## src/rtl/gids_ram.sv

```systemverilog
// ----------------------------------------------------------------------------
// gids_ram: generic simple dual port RAM
// One write port and one read port; the read data is registered.
// ----------------------------------------------------------------------------
`default_nettype none

module gids_ram #(
    parameter int WIDTH = 8,
    parameter int DEPTH = 16,
    parameter int AW    = (DEPTH > 1) ? $clog2(DEPTH) : 1
) (
    input  wire logic             clk,
    input  wire logic             wr_en,
    input  wire logic [AW-1:0]    wr_addr,
    input  wire logic [WIDTH-1:0] wr_data,
    input  wire logic [AW-1:0]    rd_addr,
    output logic      [WIDTH-1:0] rd_data
);

    logic [WIDTH-1:0] mem_reg [DEPTH];

    always_ff @(posedge clk)
    begin
        if (wr_en)
        begin
            mem_reg[wr_addr] <= wr_data;
        end
        rd_data <= mem_reg[rd_addr];
    end

endmodule : gids_ram

`default_nettype wire

```

## config.mk

```make
export PLATFORM = sky130hd
export DESIGN_NAME = gids_ram
export DESIGN_NICKNAME = d
export VERILOG_FILES = /design/src/rtl/gids_ram.sv
export SDC_FILE = /design/constraint.sdc
export NUM_CORES = 1
export LEC_CHECK = 0
export BUFFER_PORTS_ARGS = -buffer_cell sky130_fd_sc_hd__buf_2
export CORE_AREA = 2 2 101 103
export DETAILED_ROUTE_END_ITERATION = 10
export DIE_AREA = 0 0 103 105
export PLACE_DENSITY = 0.73
export SYNTH_ARGS = -nofsm -noshare
export SYNTH_HDL_FRONTEND = slang
export SYNTH_SLANG_ARGS = --single-unit
```

## constraint.sdc

```tcl
create_clock -name clk -period 1.5 [get_ports clk]
set_input_delay 0.075 -clock clk [delete_from_list [all_inputs] [get_ports clk]]
set_output_delay 0.075 -clock clk [all_outputs]
set_load 0.01 [all_outputs]
```

==> key figures <==
Worst setup path
  • CP Class: reg2reg
  • Crit. Startpoint: mem_reg[10][2]
  • Worst-path fanout max: 1
  • Worst R2R Start: mem_reg[10][2]
  • Arrival time of the worst setup path: 1.70 ns
  • Reg2reg end: rd_data[2]
  • Worst EP required: 1.88 ns
  • CP Launch Type: flop
  • CP endpoint kind: flop
  • Setup crit end: rd_data[2]
  • Reg2Reg Depth: 3
  • R2r setup slk: roughly 0.17 ns

Synthesis
  • Post-synthesis register bit count: between 100 and 150
  • Post-synth net total: approximately 250
  • Post-synth top area cell: edfxtp_1
  • Synth unique cells: 19
  • Yosys warns: 0
  • Synth top area cells: edfxtp_1 (75%), mux4_2 (7.9%), mux4_1 (7.1%)
  • Mapped Cells: between 200 and 250
  • Sequential fraction of the synthesis area: 77.78%
  • Area fraction of the dominant cell type after synthesis: ~75%
  • Post-Syn Area: 0.005147 mm²
  • Avg Cell Area, Syn: ~22 µm²

Routing
  • Routed met1 length: approximately 3.8 mm
  • 1st-pass router iterations: 5
  • Vias: between 2000 and 2500
  • Final ANT Viol Nets: 0
  • Total Wirelength: roughly 9.1 mm
  • DR iter-0 viols: around 90
  • Residual DRC: 0
  • Vias per cell: between 5 and 6
  • DR WL met3: roughly 590 µm
  • Routed length per instance: roughly 21 µm
  • Highest metal used: met4
  • Met2 wire len: between 4 and 5 mm

Timing
  • Actual slew at the worst max-slew pin: slightly below 0.7 ns
  • Final worst-path cycle share: between 80% and 90%
  • Fmax: around 750 MHz
  • Max Slew Vio Count: 0
  • Final hold vios: 0
  • Post-layout min period: 1.325 ns
  • Slew margin rel.: 54.05%
  • Final setup violation count: 0
  • Post-route setup slack: approximately 0.17 ns
  • RSZ-0062 raised after global routing: false
  • Setup_tns: 0 ns
  • Skew final: ~0.014 ns

Die
  • DIE HEIGHT: 105 µm
  • Top Ports: 26
  • Total core area: about 0.0096 mm²
  • FP Rows: 36
  • Die Wd: ~100 µm
  • Die ar.: about 0.011 mm²
  • Starting Density: approximately 53%

Layout
  • Area Growth Syn to Fin: 21.15%
  • Design Area, Final: between 0.006 and 0.007 mm²
  • # diodes: 0
  • Layout cells sized above 1: a little under a third
  • Max reg flops: about 130
  • # nets final: approximately 310
  • Non-Filler Instances: 440

Global routing
  • Grt total ovfl: 0
  • Gr usage total: a little under a fifth
  • Antenna violations before repair: 0
  • Global-route wire length before repair: between 10 and 15 mm
  • Vias in the first global route: 2574
  • Largest net degree at the start of global routing: 22

Clocking
  • TritonCTS clock tree: yes
  • CTS max path bufs: 2
  • Clk_lat worst skew: slightly above 0.5 ns
  • CTS sink count: ~140
  • H-tree lvl count: 4
  • Post-CTS resize count: 0
  • Clock tree root buffer cell: clkbuf_8
  • Num CTS Buffers: 17
  • Worst-path clk slew: roughly 0.060 ns

Placement
  • Routability cong.: between 0.7 and 0.8
  • Pre-CTS setup slack: 0.06184 ns
  • Post-DP HPWL: between 5 and 6 mm
  • # port buffers: 25
  • Area post-placement: roughly 0.0056 mm²
  • Placed instance count: 400

Power
  • Sw Share: 19.20%
  • Int Pwr: a little over 7 mW
  • Switching power total: 1.693 mW
  • VDD IR max: roughly 0.98 mV
  • Clk pwr share: 46.9%
  • Leakage: about 2.1 nW
  • Comb pwr share: 4.6%
  • Power, Total: approximately 9 mW
  • Sequential power share: around half
  • Power per cell area: roughly 1400 mW/mm²

Min path
  • Worst hold path class: in2reg

Outcome
  • Status: finished, final reports clean

Job
  • # Max-Cap Violations: 0
-- repair_timing --
item,4_1_cts,5_1_grt
hold buffers,8,0
endpoints found under the hold margin,128,0
buffers inserted,0,0
-- Yosys cell counts --
| cell | count |
|---|---|
| nor2_1 | 13 |
| nand2_1 | 9 |
| buf_6 | 3 |
| and2b_1 | 1 |
| nor3_1 | 4 |
| buf_4 | 1 |
| mux4_2 | 18 |
| dfxtp_1 | 8 |
| nor2b_1 | 1 |
| and2_1 | 1 |
| mux4_1 | 14 |
| a22oi_1 | 16 |
| edfxtp_1 | 128 |
| or3b_2 | 1 |
| buf_2 | 3 |
| nand3b_1 | 2 |
| clkdlybuf4s25_2 | 3 |
| nand3_1 | 1 |
| nand2b_1 | 2 |
-- cells in the final DEF, fill, tap and decap left out, types with 8 or more instances in the layout --
master         instances
a22oi_1               16
buf_2                 25
buf_4                 21
clkbuf_16             16
dfxtp_1                8
dlygate4sd3_1          8
edfxtp_1             128
mux4_1                14
mux4_2                18
nand2_1                9
nor2_1                13
-- layout make-up --
type / count / area (µm²)
Clock buffer: 19 / 421.7
Multi-Input combinational cell: 83 / 1062
Tap cell: 133 / 166.4
Sequential cell: 136 / 4004
Fill cell: 680 / 3403
Timing Repair Buffer: 56 / 402.9
Clock inverter: 13 / 178.9
-- worst min-delay path by stage --
stage                     from            end  slack (ns)  cells after the start
finish              wr_addr[0]  mem_reg[0][5]        0.14                      3
floorplan           wr_data[0]  mem_reg[0][0]        0.17                      0
global placement    wr_data[3]  mem_reg[6][3]        0.46                      1
global route        wr_addr[0]  mem_reg[0][4]        0.13                      3
detailed placement  wr_data[3]  mem_reg[6][3]        0.47                      1
CTS                 wr_addr[0]  mem_reg[0][4]        0.11                      3
-- layer usage --
metal	global-route usage [%]	up-vias
met5	0	-
met4	6.203	0
met3	5.151	8
met2	29.41	80
met1	26.27	1221
li1	-	1107
-- cell families after synthesis --
group                  synth area share [%]
muxes                                 15.02
DFF                                   77.78
AOI/OAI and AO/OA                     2.334
and+or+nand+nor                       3.184
buffers and inverters                 1.677
-- power groups by stage --
stage	Sequential, mW	Clock [mW]	Combinational (mW)
floorplan	4.36	0	0.216
global route	4.28	4.37	0.451
finish	4.28	4.13	0.409
detailed placement	4.35	0	0.398
CTS	4.28	4.20	0.418
global placement	4.35	0	0.390
-- metrics by stage --
step           hold WS (ns)  util (%)
5_1_grt              0.1282     64.69
4_1_cts              0.1130     64.69
2_1_floorplan        0.1739         -
3_5_place_dp         0.4658     57.63
3_3_place_gp         0.4621     57.63
6_report             0.1363     64.69
-- critical path, stage by stage (launching register included) --
cell and delay, ns:
edfxtp_1 0.38, mux4_1 0.52, a22oi_1 0.22, nand2_1 0.08
No activity file was read; power rests on OpenSTA's default activity.
